==> config.mk <==
export PLATFORM = sky130hd
export DESIGN_NAME = fisr_delay
export DESIGN_NICKNAME = d
export VERILOG_FILES = /design/src/rtl/core/fisr_pkg.sv /design/src/rtl/core/fisr_delay.sv
export SDC_FILE = /design/constraint.sdc
export NUM_CORES = 1
export LEC_CHECK = 0
export BUFFER_PORTS_ARGS = -buffer_cell sky130_fd_sc_hd__buf_2
export CAP_MARGIN = 20
export CORE_MARGIN = 2
export CORE_UTILIZATION = 40
export DETAILED_ROUTE_END_ITERATION = 6
export GPL_ROUTABILITY_DRIVEN = 1
export GPL_TIMING_DRIVEN = 0
export SYNTH_ARGS = -nofsm -noshare
export SYNTH_HDL_FRONTEND = slang
export SYNTH_SLANG_ARGS = --single-unit
export TNS_END_PERCENT = 10
==> constraint.sdc <==
create_clock -name clk -period 0.8 [get_ports clk]
set_input_delay 0.04 -clock clk [delete_from_list [all_inputs] [get_ports clk]]
set_output_delay 0.04 -clock clk [all_outputs]
set_load 0.05 [all_outputs]
==> src/rtl/core/fisr_pkg.sv <==
package fisr_pkg;

    // Single-precision constants used by the datapath.
    localparam logic [31:0] MAGIC_GUESS     = 32'h5f3759df;
    localparam logic [31:0] CANON_NAN       = 32'h7FC00000;
    localparam logic [31:0] FP_HALF         = 32'h3F000000;
    localparam logic [31:0] FP_THREE_HALVES = 32'h3FC00000;

    // Pipeline depths of the arithmetic units.
    localparam int MUL_LAT  = 3;
    localparam int ADD_LAT  = 4;
    localparam int STEP_LAT = 3 * MUL_LAT + ADD_LAT;

    localparam int DEFAULT_NEWTON_STEPS = 2;

    // Operand class that bypasses the normal rounding path.
    typedef enum logic [1:0] {
        SPEC_NONE,
        SPEC_ZERO,
        SPEC_INF,
        SPEC_NAN
    } spec_kind_t;

    // Position of the most significant set bit, zero for an all-zero word.
    function automatic logic [5:0] lead_one48(input logic [47:0] v);
        logic [5:0] pos;
        pos = '0;
        for (int i = 0; i < 48; i++)
        begin
            if (v[i])
            begin
                pos = 6'(i);
            end
        end
        return pos;
    endfunction

    // Shift a magnitude by rs (right when positive), round to nearest even
    // and pack it with biased exponent expn. Overflow gives infinity.
    function automatic logic [31:0] round_pack(
        input logic               sign,
        input logic [47:0]        mag,
        input logic signed [10:0] rs,
        input logic signed [10:0] expn
    );
        logic [111:0] wide;
        logic [23:0]  m;
        logic         rnd;
        logic         stk;
        logic [24:0]  mr;
        logic [33:0]  val;
        logic [5:0]   ls;
        logic [6:0]   rsc;
        logic [31:0]  res;
        wide = '0;
        rsc  = '0;
        ls   = '0;
        if (rs <= 11'sd0)
        begin
            ls  = 6'(-rs);
            m   = 24'(mag << ls);
            rnd = 1'b0;
            stk = 1'b0;
        end
        else
        begin
            rsc  = (rs > 11'sd64) ? 7'd64 : 7'(rs);
            wide = {mag, 64'b0} >> rsc;
            m    = wide[87:64];
            rnd  = wide[63];
            stk  = |wide[62:0];
        end
        mr  = {1'b0, m} + 25'(rnd & (stk | m[0]));
        val = ({25'b0, 9'(expn - 11'sd1)} << 23) + 34'(mr);
        if (mag == '0)
        begin
            res = {sign, 31'b0};
        end
        else if (val >= 34'h07F800000)
        begin
            res = {sign, 8'hFF, 23'b0};
        end
        else
        begin
            res = {sign, val[30:0]};
        end
        return res;
    endfunction

endpackage

==> src/rtl/core/fisr_delay.sv <==
module fisr_delay
    import fisr_pkg::*;
#(
    parameter int WIDTH = 32,
    parameter int DEPTH = MUL_LAT
)
(
    input  logic             clk,
    input  logic [WIDTH-1:0] din,
    output logic [WIDTH-1:0] dout
);

    logic [WIDTH-1:0] data_reg [DEPTH];

    // Plain shift line that keeps side operands aligned with the units.
    always_ff @(posedge clk)
    begin
        data_reg[0] <= din;
        for (int i = 1; i < DEPTH; i++)
        begin
            data_reg[i] <= data_reg[i-1];
        end
    end

    assign dout = data_reg[DEPTH-1];

endmodule

Word-level counts from Yosys, hierarchy flattened
Memory sizes are Yosys's and may differ from the RTL's. Cells that the tools add are included.

RAM bits: 96. Word-level logic and storage cells: 1. Register bits: 0. Output and inout port bits: 32. Memories: 1.

Memory list: data_reg (words 3, width 32, read ports 3, clocked after memory_dff 0, wr ports 3, line fisr_delay.sv:13) `logic [WIDTH-1:0] data_reg [DEPTH];`.

Depth between registers and ports, before layout
Depth in word-level cells: 0. Mapped depth: 1. Gate-level depth less buffers: 0.

Least setup slack after synthesis
OpenSTA, ideal clock, no wires.

Path type: reg2out. Start: mem data_reg[2][0], in the netlist data_reg[0][64]. End: out dout[0]. Arrival: 0.465 ns. Setup slack: 0.295 ns. Path buffers: 1. Cell stages (with the launch flop): 2. Path through: dfxtp_1 buf_4.

RTL lines: from (decl) (line fisr_delay.sv:13); to (decl) (line fisr_delay.sv:10) `output logic [WIDTH-1:0] dout`.

==> reports/results.ini <==
[final_layout]
largest_reg_flops=96
multiInputGateArea_um2=0
layout.nets=236
antennaDiodeCount=0
drive_gt1_frac=0.5385
areaGrowthSynthToFinish_pct=48.78
regArea_um2=1962
final_util=0.6219
fin_cells=278
multi_input_gates=0
nFillCells=357

[floorplan]
ios=65
initial_utilization=0.4180
core_region_area_um2=5172
core.rowCount=26
fp.dieW_um=77.52
die_y_um=77.52
die_area_um2=6009

[synthesis]
synth_nets=161
ys_ff_latch=96
yosysTopAreaCell=dfxtp_1
ys.flop_type=dfxtp_1
netlist_area_um2=2162
yosysMostFrequentCell=dfxtp_1
synth_common_cells=dfxtp_1 (96), buf_4 (32)
synth.avg_cell_area_um2=16.89
synth_cell_types=2
synth.area.top_cells=dfxtp_1 (89%), buf_4 (11%)
netlist_instances=128
yosysTopAreaCellShare=0.8889
seq_area_frac_synth=0.8889
synth_edf_count=0
async_flop_share=0
yosysWarnings=0

[placement]
portBuffers=64
gp_congestion=0.5720
place_inst=262
dpl_worst_slack_ps=112.5

[power]
peakVddDrop_v=0.001698
leakage_nw=1.409
fin_total_pwr_mw=8.952
p_per_area_nw_per_um2=2783

[clock_network]
cts_root_buf=clkbuf_8
clk_pin_slew_ps=80
clock_latency_ps=340
cts_made_buffers=9
clock_path_buffers=2
tritoncts=built
cts.sinks=96
ctsHtreeMaxLevel=3

[drt]
routed_via_density=3.615
drtIter0Drc=24
wl_per_cell_um=10.22
wl_um=2842
vias=1005
firstDrtPassIters=3
drtAntennaViolNets=0
drcViolationCount=0

[run_status]
violations=negative setup slack
outcome=finished with violations

[critical_path]
crit_family=flip-flops
crit_type=reg2out
crit_path_start_kind=flip-flop
crit_path_max_fanout=1
required_ps=760
crit_chain=buf_8
worstSetupEndpointType=primary output
critPathBufInv=1
slowest_stage=dfxtp_2
cp.arrival_ps=840
critPathMaxStageDelay_ps=360

[timing]
slew_headroom=0.9320
tightest_slew_ps=102.0
fin_crit_sh=1.098
final.min_clock_period_ps=878.6
hold_viol=0
rsz0062_at_grt=true
slew_viol_final=0
skew_ps=7.336
setup_violations=32
fin_ws_ps=-78.62
fmax_ghz=1.138

[grt]
grt_max_degree=16
antenna_found_initial=0
grt_pass1_vias=1022
globalRouteOverflowTotal=0
grt_pass1_wl_um=4429
gr-usage-all-layers=0.1038

[flow_run]
cap_violations=0

[hold_path]
hold_path_class=reg2reg

-- what timing repair did --
item | 4_1_cts | 5_1_grt
endpoints found under the setup margin | 32 | 32
hold buffers | 32 | 0
buffers inserted | 0 | 0
resized for setup | 128 | 0
hold endpoints to repair | 32 | 0
-- path summary, 6_finish.rpt --
path	start	endpoint	slack (ps)	depth (start not counted)
min reg2reg	data_reg[0][50]$_DFF_P_	data_reg[0][82]$_DFF_P_	320	0
max reg2reg	data_reg[0][45]$_DFF_P_	data_reg[0][77]$_DFF_P_	390	0
min	data_reg[0][50]$_DFF_P_	data_reg[0][82]$_DFF_P_	320	0
max	data_reg[0][73]$_DFF_P_	dout[9]	-80	1
-- cell families (layout without fill, tap and decap cells) --
group,after synthesis,count (layout),synth area share
flip-flops,96,96,0.8889
buffers and inverters,32,112,0.1111
-- power breakdown --
group	internal, mW	total (mW)	switching, mW
Combinational	0.379	0.751	0.372
Sequential	5.05	5.14	0.0905
Clock	1.60	3.06	1.46
-- cells in the final DEF (no fill, tap or decap), drive strengths merged --
master / count
dlygate4sd3: 32
clkbuf: 11
clkinv: 2
clkinvlp: 2
buf: 64
bufinv: 1
dfxtp: 96
-- metrics by stage --
step                      setup TNS [ps]  area (µm²)  hold slack, ps
after floorplan                        0        2162           67.72
after global placement                 0        2570           142.0
after detailed placement               0        2570           143.6
after CTS                          -2513        3217           308.1
after global routing               -3006        3217           312.5
final                              -1752        3217           323.0
-- area by class of cell --
class | instances | area share
Timing Repair Buffer | 96 | 0.2987
Clock buffer | 11 | 0.04706
Tap cell | 70 | 0.02723
Clock inverter | 5 | 0.01711
Sequential cell | 96 | 0.6099
-- layer usage --
metal,share of wire,vias up,wire (µm),track usage
met3,0.074,9,210,0.04186
met2,0.52,47,1487,0.1748
met4,0.031,0,87,0.08571
met1,0.37,444,1056,0.09879
li1,-,505,-,-
met5,0,-,0,0
No activity file was read; power rests on OpenSTA's default activity.
