--- src/rtl/core/fisr_pkg.sv ---
package fisr_pkg;

    // Single-precision constants used by the datapath.
    localparam logic [31:0] MAGIC_GUESS     = 32'h5f3759df;
    localparam logic [31:0] CANON_NAN       = 32'h7FC00000;
    localparam logic [31:0] FP_HALF         = 32'h3F000000;
    localparam logic [31:0] FP_THREE_HALVES = 32'h3FC00000;

    // Pipeline depths of the arithmetic units.
    localparam int MUL_LAT  = 3;
    localparam int ADD_LAT  = 4;
    localparam int STEP_LAT = 3 * MUL_LAT + ADD_LAT;

    localparam int DEFAULT_NEWTON_STEPS = 2;

    // Operand class that bypasses the normal rounding path.
    typedef enum logic [1:0] {
        SPEC_NONE,
        SPEC_ZERO,
        SPEC_INF,
        SPEC_NAN
    } spec_kind_t;

    // Position of the most significant set bit, zero for an all-zero word.
    function automatic logic [5:0] lead_one48(input logic [47:0] v);
        logic [5:0] pos;
        pos = '0;
        for (int i = 0; i < 48; i++)
        begin
            if (v[i])
            begin
                pos = 6'(i);
            end
        end
        return pos;
    endfunction

    // Shift a magnitude by rs (right when positive), round to nearest even
    // and pack it with biased exponent expn. Overflow gives infinity.
    function automatic logic [31:0] round_pack(
        input logic               sign,
        input logic [47:0]        mag,
        input logic signed [10:0] rs,
        input logic signed [10:0] expn
    );
        logic [111:0] wide;
        logic [23:0]  m;
        logic         rnd;
        logic         stk;
        logic [24:0]  mr;
        logic [33:0]  val;
        logic [5:0]   ls;
        logic [6:0]   rsc;
        logic [31:0]  res;
        wide = '0;
        rsc  = '0;
        ls   = '0;
        if (rs <= 11'sd0)
        begin
            ls  = 6'(-rs);
            m   = 24'(mag << ls);
            rnd = 1'b0;
            stk = 1'b0;
        end
        else
        begin
            rsc  = (rs > 11'sd64) ? 7'd64 : 7'(rs);
            wide = {mag, 64'b0} >> rsc;
            m    = wide[87:64];
            rnd  = wide[63];
            stk  = |wide[62:0];
        end
        mr  = {1'b0, m} + 25'(rnd & (stk | m[0]));
        val = ({25'b0, 9'(expn - 11'sd1)} << 23) + 34'(mr);
        if (mag == '0)
        begin
            res = {sign, 31'b0};
        end
        else if (val >= 34'h07F800000)
        begin
            res = {sign, 8'hFF, 23'b0};
        end
        else
        begin
            res = {sign, val[30:0]};
        end
        return res;
    endfunction

endpackage

--- src/rtl/core/fisr_fmul.sv ---
module fisr_fmul
    import fisr_pkg::*;
(
    input  logic        clk,
    input  logic        rst_n,
    input  logic        in_valid,
    input  logic [31:0] a,
    input  logic [31:0] b,
    output logic        out_valid,
    output logic [31:0] result
);

    logic [7:0]  ea;
    logic [7:0]  eb;
    logic        nan_a, nan_b, inf_a, inf_b, zero_a, zero_b;
    spec_kind_t  spec_s0;

    logic               v1_reg, v2_reg, v3_reg;
    logic               sign1_reg, sign2_reg;
    logic [47:0]        prod1_reg, prod2_reg;
    logic [8:0]         esum1_reg;
    spec_kind_t         spec1_reg, spec2_reg;
    logic signed [10:0] rs2_reg, expn2_reg;
    logic [31:0]        res3_reg;

    logic signed [10:0] lead_s, esum_s, rs_a, rs_b, rs_next, expn_next;
    logic [31:0]        res_next;

    // Operand classification.
    always_comb
    begin
        ea     = a[30:23];
        eb     = b[30:23];
        nan_a  = (ea == 8'hFF) && (a[22:0] != '0);
        nan_b  = (eb == 8'hFF) && (b[22:0] != '0);
        inf_a  = (ea == 8'hFF) && (a[22:0] == '0);
        inf_b  = (eb == 8'hFF) && (b[22:0] == '0);
        zero_a = (ea == 8'h00) && (a[22:0] == '0);
        zero_b = (eb == 8'h00) && (b[22:0] == '0);
        if (nan_a || nan_b || (inf_a && zero_b) || (inf_b && zero_a))
        begin
            spec_s0 = SPEC_NAN;
        end
        else if (inf_a || inf_b)
        begin
            spec_s0 = SPEC_INF;
        end
        else if (zero_a || zero_b)
        begin
            spec_s0 = SPEC_ZERO;
        end
        else
        begin
            spec_s0 = SPEC_NONE;
        end
    end

    // Normalization shift and exponent from the product's leading one.
    always_comb
    begin
        lead_s    = signed'({5'b0, lead_one48(prod1_reg)});
        esum_s    = signed'({2'b0, esum1_reg});
        rs_a      = lead_s - 11'sd23;
        rs_b      = 11'sd151 - esum_s;
        rs_next   = (rs_a > rs_b) ? rs_a : rs_b;
        expn_next = rs_next + esum_s - 11'sd150;
    end

    // Final rounding or special value.
    always_comb
    begin
        case (spec2_reg)
            SPEC_NONE: res_next = round_pack(sign2_reg, prod2_reg, rs2_reg, expn2_reg);
            SPEC_ZERO: res_next = {sign2_reg, 31'b0};
            SPEC_INF:  res_next = {sign2_reg, 8'hFF, 23'b0};
            default:   res_next = CANON_NAN;
        endcase
    end

    // Valid bits travel with the data.
    always_ff @(posedge clk or negedge rst_n)
    begin
        if (!rst_n)
        begin
            v1_reg <= 1'b0;
            v2_reg <= 1'b0;
            v3_reg <= 1'b0;
        end
        else
        begin
            v1_reg <= in_valid;
            v2_reg <= v1_reg;
            v3_reg <= v2_reg;
        end
    end

    // Datapath registers: multiply, normalize setup, round.
    always_ff @(posedge clk)
    begin
        sign1_reg <= a[31] ^ b[31];
        prod1_reg <= {(ea != 8'h00), a[22:0]} * {(eb != 8'h00), b[22:0]};
        esum1_reg <= 9'((ea == 8'h00) ? 8'd1 : ea) + 9'((eb == 8'h00) ? 8'd1 : eb);
        spec1_reg <= spec_s0;

        sign2_reg <= sign1_reg;
        prod2_reg <= prod1_reg;
        rs2_reg   <= rs_next;
        expn2_reg <= expn_next;
        spec2_reg <= spec1_reg;

        res3_reg  <= res_next;
    end

    assign out_valid = v3_reg;
    assign result    = res3_reg;

endmodule

--- config.mk ---
export PLATFORM = sky130hd
export DESIGN_NAME = fisr_fmul
export DESIGN_NICKNAME = d
export VERILOG_FILES = /design/src/rtl/core/fisr_pkg.sv /design/src/rtl/core/fisr_fmul.sv
export SDC_FILE = /design/constraint.sdc
export NUM_CORES = 2
export LEC_CHECK = 0
export BUFFER_PORTS_ARGS = -buffer_cell sky130_fd_sc_hd__buf_2
export CORE_UTILIZATION = 45
export DETAILED_ROUTE_END_ITERATION = 7
export GPL_TIMING_DRIVEN = 0
export PLACE_DENSITY = 0.64
export SLEW_MARGIN = 10
export SYNTH_ARGS = -nofsm -noshare
export SYNTH_HDL_FRONTEND = slang
export SYNTH_SLANG_ARGS = --single-unit
--- constraint.sdc ---
create_clock -name clk -period 14.6 [get_ports clk]
set_clock_uncertainty 0.1 [all_clocks]
set_input_delay 2.19 -clock clk [delete_from_list [all_inputs] [get_ports clk]]
set_output_delay 2.19 -clock clk [all_outputs]
set_load 0.05 [all_outputs]
Word-level counts from Yosys, hierarchy flattened
Index checks and enable logic that the tools add are counted.
{ "classes": {"mul": 1, "mux": 62, "order_cmp": 4, "n_bitwise": 3, "shift": 2, "eq_ne": 4, "div": 0, "reduce_logical": 25, "add_sub_neg": 9} }
{ "ops": {"columns": ["cell", "count"], "rows": [
  ["6-bit two-way mux", 46],
  ["112-bit by 7-bit right shift with 88-bit output", 1],
  ["32-bit one-hot mux with 3 select lines", 1],
  ["63-bit OR reduction", 1],
  ["31-bit two-way mux", 2],
  ["48-bit logical NOT", 1],
  ["24-bit by 24-bit multiplier with 48-bit output", 1],
  ["24-bit two-way mux", 2],
  ["48-bit by 6-bit << shifter with 24-bit output", 1],
  ["23-bit logical NOT", 2],
  ["23-bit nonzero test", 2],
  ["32-bit by 25-bit adder with 33-bit output", 1],
  ["33-bit by 31-bit >= comparator with 1-bit output, second input constant", 1],
  ["24-bit by 1-bit adder with 25-bit output", 1],
  ["8-bit equality test, second input constant", 2],
  ["8-bit logical NOT", 2],
  ["8-bit two-way mux", 2],
  ["8-bit nonzero test", 2],
  ["11-bit by 8-bit > comparator with 1-bit output, second input constant", 1],
  ["11-bit by 1-bit less-or-equal comparator with 1-bit output, second input constant", 1],
  ["11-bit two-way mux", 1],
  ["7-bit by 10-bit > comparator with 1-bit output", 1],
  ["8-bit by 9-bit subtractor with 10-bit output, first input constant", 1],
  ["8-bit by 8-bit adder with 9-bit output", 1],
  ["16 further kinds", 33]
]} }
{ "word_totals": {"regBits": 166, "mem_count": 0, "out_inout_bits": 33, "latchBits": 0, "romBits": 0, "mem_bits_rw": 0} }

Longest topological paths before layout
{ "logic_depth": {"depth_word": 52, "ltp_mapped": 41} }

Worst setup path before layout
No wires, ideal clock.
{ "synth_timing": {"path_type": "in2reg", "start": "input port b[3]", "end": "register prod1_reg[46]", "stages": 26, "setup_ns": 0.072, "slack_ns": 5.081, "path_buffers": 2, "arrival_time_ns": 9.346, "required_time_ns": 14.428, "path_cell_list": "clkbuf_1 clkbuf_1 nand2_1 fa_1 inv_1 fa_1 fa_1 inv_1 fa_1 inv_1 fa_1 inv_1 fa_1 inv_1 fa_1 ha_1 or3_1 or3_1 nor3_1 nor4_1 o31ai_1 o31ai_1 o41ai_1 o221ai_1 a221oi_1 xnor2_1"} }
{ "synth_between": {"elab_chain_len": 1} }
{ "synth_rtl": {"columns": ["element", "line", "text"], "rows": [
  ["start: declaration", "fisr_fmul.sv:8", "input logic [31:0] b,"],
  ["24-bit by 24-bit multiplier with 48-bit output", "fisr_fmul.sv:101", "prod1_reg <= {(ea != 8'h00), a[22:0]} * {(eb != 8'h00), b[22:0]};"],
  ["end signal: assignment", "fisr_fmul.sv:101", null],
  ["end: declaration", "fisr_fmul.sv:20", "logic [47:0] prod1_reg, prod2_reg;"]
]} }
Every way passes these cells.
A chain may end at the register's enable or synchronous reset.

Final worst setup path
{ "layout_timing": {"start": "input port b[5]", "end": "register prod1_reg[46]"} }
The elaborated chain is that of the path after synthesis.

==> flow_metrics.py <==
metrics = {
    "status": {
        "outcome": "completed",
    },
    "min_path": {
        "hold_class": "reg2reg",
    },
    "sta": {
        "period_share": 0.784,
        "fmax_mhz": 87.4,
        "rsz0062_at_grt": "no",
        "worst_slew_pin_slew_ns": 1.41,
        "slew_viol_final": 0,
        "hold_viol": 0,
        "finalSetupTns_ns": 0,
        "finalSetupViolations": 0,
        "period_minus_slack_ns": 11.44,
        "max_slew_margin": 0.0381,
    },
    "synth": {
        "syn_inst": 3972,
        "ys_ff_latch": 165,
        "netlist_area_sq_um": 32500,
        "yosysTopAreaCellShare": 0.298,
        "ys_seq_area_frac": 0.102,
        "post-synth-top-area-cell": "fa_1",
        "async_flop_share": 0.0182,
        "syn_avg_cell_area_sq_um": 8.19,
        "synth.area.top_cells": "fa_1, dfxtp_1, ha_1",
        "synth_fp_nets": 4740,
        "yosysWarnings": 0,
        "synth_edf_count": 0,
        "ys_types": 99,
        "synth_flop_cell": "dfxtp_1",
    },
    "die": {
        "initial_utilization": 0.455,
        "io_pins": 100,
        "die_h_um": 271,
        "fp.coreArea_sq_um": 71500,
        "die_area_sq_um": 73400,
        "num_rows": 98,
        "die_x_um": 271,
    },
    "critical_path": {
        "worstPathMaxFanout": 10,
        "startpoint_type": "input pin",
        "rr_endpoint": "result[20]$_DFF_P_",
        "worstPathArrival_ns": 11.71,
        "r2r_start": "rs2_reg[0]$_DFF_P_",
        "crit_start": "b[5]",
        "reg2reg_slack_ns": 3.31,
        "cp.required_ns": 14.87,
        "endpoint": "prod1_reg[46]$_DFF_P_",
        "critical_path_class": "in2reg",
        "worstSetupEndpointType": "register",
        "ff2ff_path_depth": 26,
    },
    "clock_network": {
        "cts_buffers": 17,
        "clk_latency_ns": 0.47,
        "cts.path.max_buffers": 2,
        "path_clk_slew_ns": 0.07,
        "cts-resized-gates": 0,
        "cts.sinks": 165,
        "cts_root_buf": "clkbuf_16",
        "htreeDepth": 4,
        "post-cts-setup-buffers": 0,
        "cts_hold_buf": 0,
        "tritoncts": "done",
    },
    "finish": {
        "layout.nets": 4855,
        "drive_above_1_share": 0.0663,
        "area_growth_pct": 7.26,
    },
    "route": {
        "num_vias": 31700,
        "wl_per_cell_um": 31.2,
        "ant_nets": 0,
        "drt_iter0_drc": 3356,
        "wl_um": 157000,
        "vias_per_cell": 6.27,
        "firstDrtPassIters": 8,
        "drc": 0,
    },
    "global_route": {
        "grtUsageTotal": 0.428,
        "antenna_found_initial": 5,
        "overflow": 0,
        "grt_pass1_wl_um": 224000,
        "first_global_vias": 31500,
        "grt_max_degree": 18,
    },
    "placed_design": {
        "gp_congestion": 1.20,
        "dp_hpwl_um": 128000,
        "port_buffers": 92,
    },
    "job": {
        "cap_violations": 0,
    },
}
## synthesized netlist by cell type, types with 12 or more instances
cell type,n
nand2_1,587
inv_1,562
fa_1,484
and2_1,224
ha_1,217
nor2_1,203
clkbuf_1,195
dfxtp_1,162
a21oi_1,151
o21ai_0,125
nor3_1,76
nand3_1,64
xnor2_1,59
nor4_1,51
a211oi_1,44
mux2i_1,40
a21o_1,37
buf_2,37
o211ai_1,35
nand4_1,31
xor2_1,31
o22ai_1,27
o31ai_1,27
or3_1,27
a31oi_1,26
nand2b_1,26
and3_1,24
mux2_2,21
o21a_1,20
mux4_2,19
nor2b_1,18
o21bai_1,17
buf_1,15
o2111ai_1,15
a2111oi_0,14
a211o_1,14
or2_2,13
a221oi_1,12
## metrics by stage
stage	setup WS, ns	hold slack, ns	std cells	utilization	cell area (sq um)
after floorplan	5.08	0.210	3972	-	32500
after global placement	2.79	0.211	5014	0.478	34200
after detailed placement	2.74	0.212	5018	0.479	34200
after CTS	3.24	0.228	5050	0.488	34900
after global routing	2.90	0.235	5050	0.488	34900
final	3.16	0.222	5051	0.488	34900
## placed cells by master (no fill, tap or decap), drive strengths merged, types with 14 or more instances in the layout
master | netlist | routed
and3 | 24 | 24
o31ai | 27 | 27
nor2b | 18 | 18
inv | 562 | 570
o21a | 20 | 20
a31oi | 26 | 26
o21bai | 17 | 17
o21ai | 132 | 132
xnor2 | 59 | 59
nand2b | 26 | 26
a2111oi | 20 | 20
a21oi | 152 | 152
buf | 65 | 161
and2 | 224 | 224
o2111ai | 15 | 15
xor2 | 31 | 31
ha | 217 | 217
dfxtp | 162 | 162
nand4 | 32 | 32
mux4 | 19 | 19
nor4 | 54 | 54
a211o | 14 | 14
fa | 484 | 484
clkbuf | 195 | 213
or3 | 27 | 27
nor3 | 79 | 79
nand2 | 588 | 588
a211oi | 46 | 46
nand3 | 64 | 64
o22ai | 27 | 27
o211ai | 36 | 36
nor2 | 203 | 203
a21o | 37 | 37
mux2 | 21 | 21
mux2i | 40 | 40
## final cells by class
cell class	instances	area, sq um
Fill cell	7126	36600
Multi-Input combinational cell	2983	26000
Sequential cell	165	3320
Inverter	564	2120
Tap cell	950	1190
Buffer	260	1120
Timing Repair Buffer	96	488
Clock buffer	18	429
Clock inverter	14	210
Antenna cell	1	2.50
## kinds of logic after synthesis
kind of cell	synth area share
buffers and inverters	0.0994
multiplexers	0.0327
AO/OA/AOI/OAI	0.155
AND/OR/NAND/NOR	0.206
XOR/XNOR	0.0242
flip-flops	0.102
adder cells (fa/ha/maj)	0.381
## layer usage
layer	part of all wire	vias up	GRT usage
met5	0.00017	-	0
met4	0.10	4	0.342
met3	0.083	702	0.0884
met2	0.46	1959	0.703
met1	0.36	15600	0.483
li1	-	13400	-
## how the worst min path moves through the flow
| stage | endpoint | slack [ns] | cells past startpoint | startpoint |
|---|---|---|---|---|
| after global placement | spec2_reg[0]$_DFF_P_ | 0.21 | 0 | spec1_reg[0]$_SDFF_PP1_ |
| after global routing | prod2_reg[0]$_DFF_P_ | 0.24 | 0 | prod1_reg[0]$_DFF_P_ |
| after floorplan | prod2_reg[0]$_DFF_P_ | 0.21 | 0 | prod1_reg[0]$_DFF_P_ |
| final | prod2_reg[0]$_DFF_P_ | 0.22 | 0 | prod1_reg[0]$_DFF_P_ |
| after CTS | prod2_reg[0]$_DFF_P_ | 0.23 | 0 | prod1_reg[0]$_DFF_P_ |
| after detailed placement | prod2_reg[0]$_DFF_P_ | 0.21 | 0 | prod1_reg[0]$_DFF_P_ |
## critical path, cell delays in order
cell	delay, ns
clkbuf_1	0.66
clkbuf_1	0.53
nand2_1	0.14
fa_1	0.52
inv_1	0.05
fa_1	0.48
fa_1	0.55
inv_1	0.06
fa_1	0.49
inv_1	0.05
fa_1	0.54
inv_1	0.05
fa_1	0.49
inv_1	0.05
fa_1	0.56
ha_1	0.26
or3_1	0.42
or3_1	0.32
nor3_1	0.39
nor4_1	0.18
o31ai_1	0.79
o31ai_1	0.22
o41ai_1	0.68
o221ai_1	0.40
a221oi_1	0.41
xnor2_1	0.21
Power is left out: the tool's default activity adds up to more than one toggle a clock period on the data nets, which glitch-free logic cannot reach.
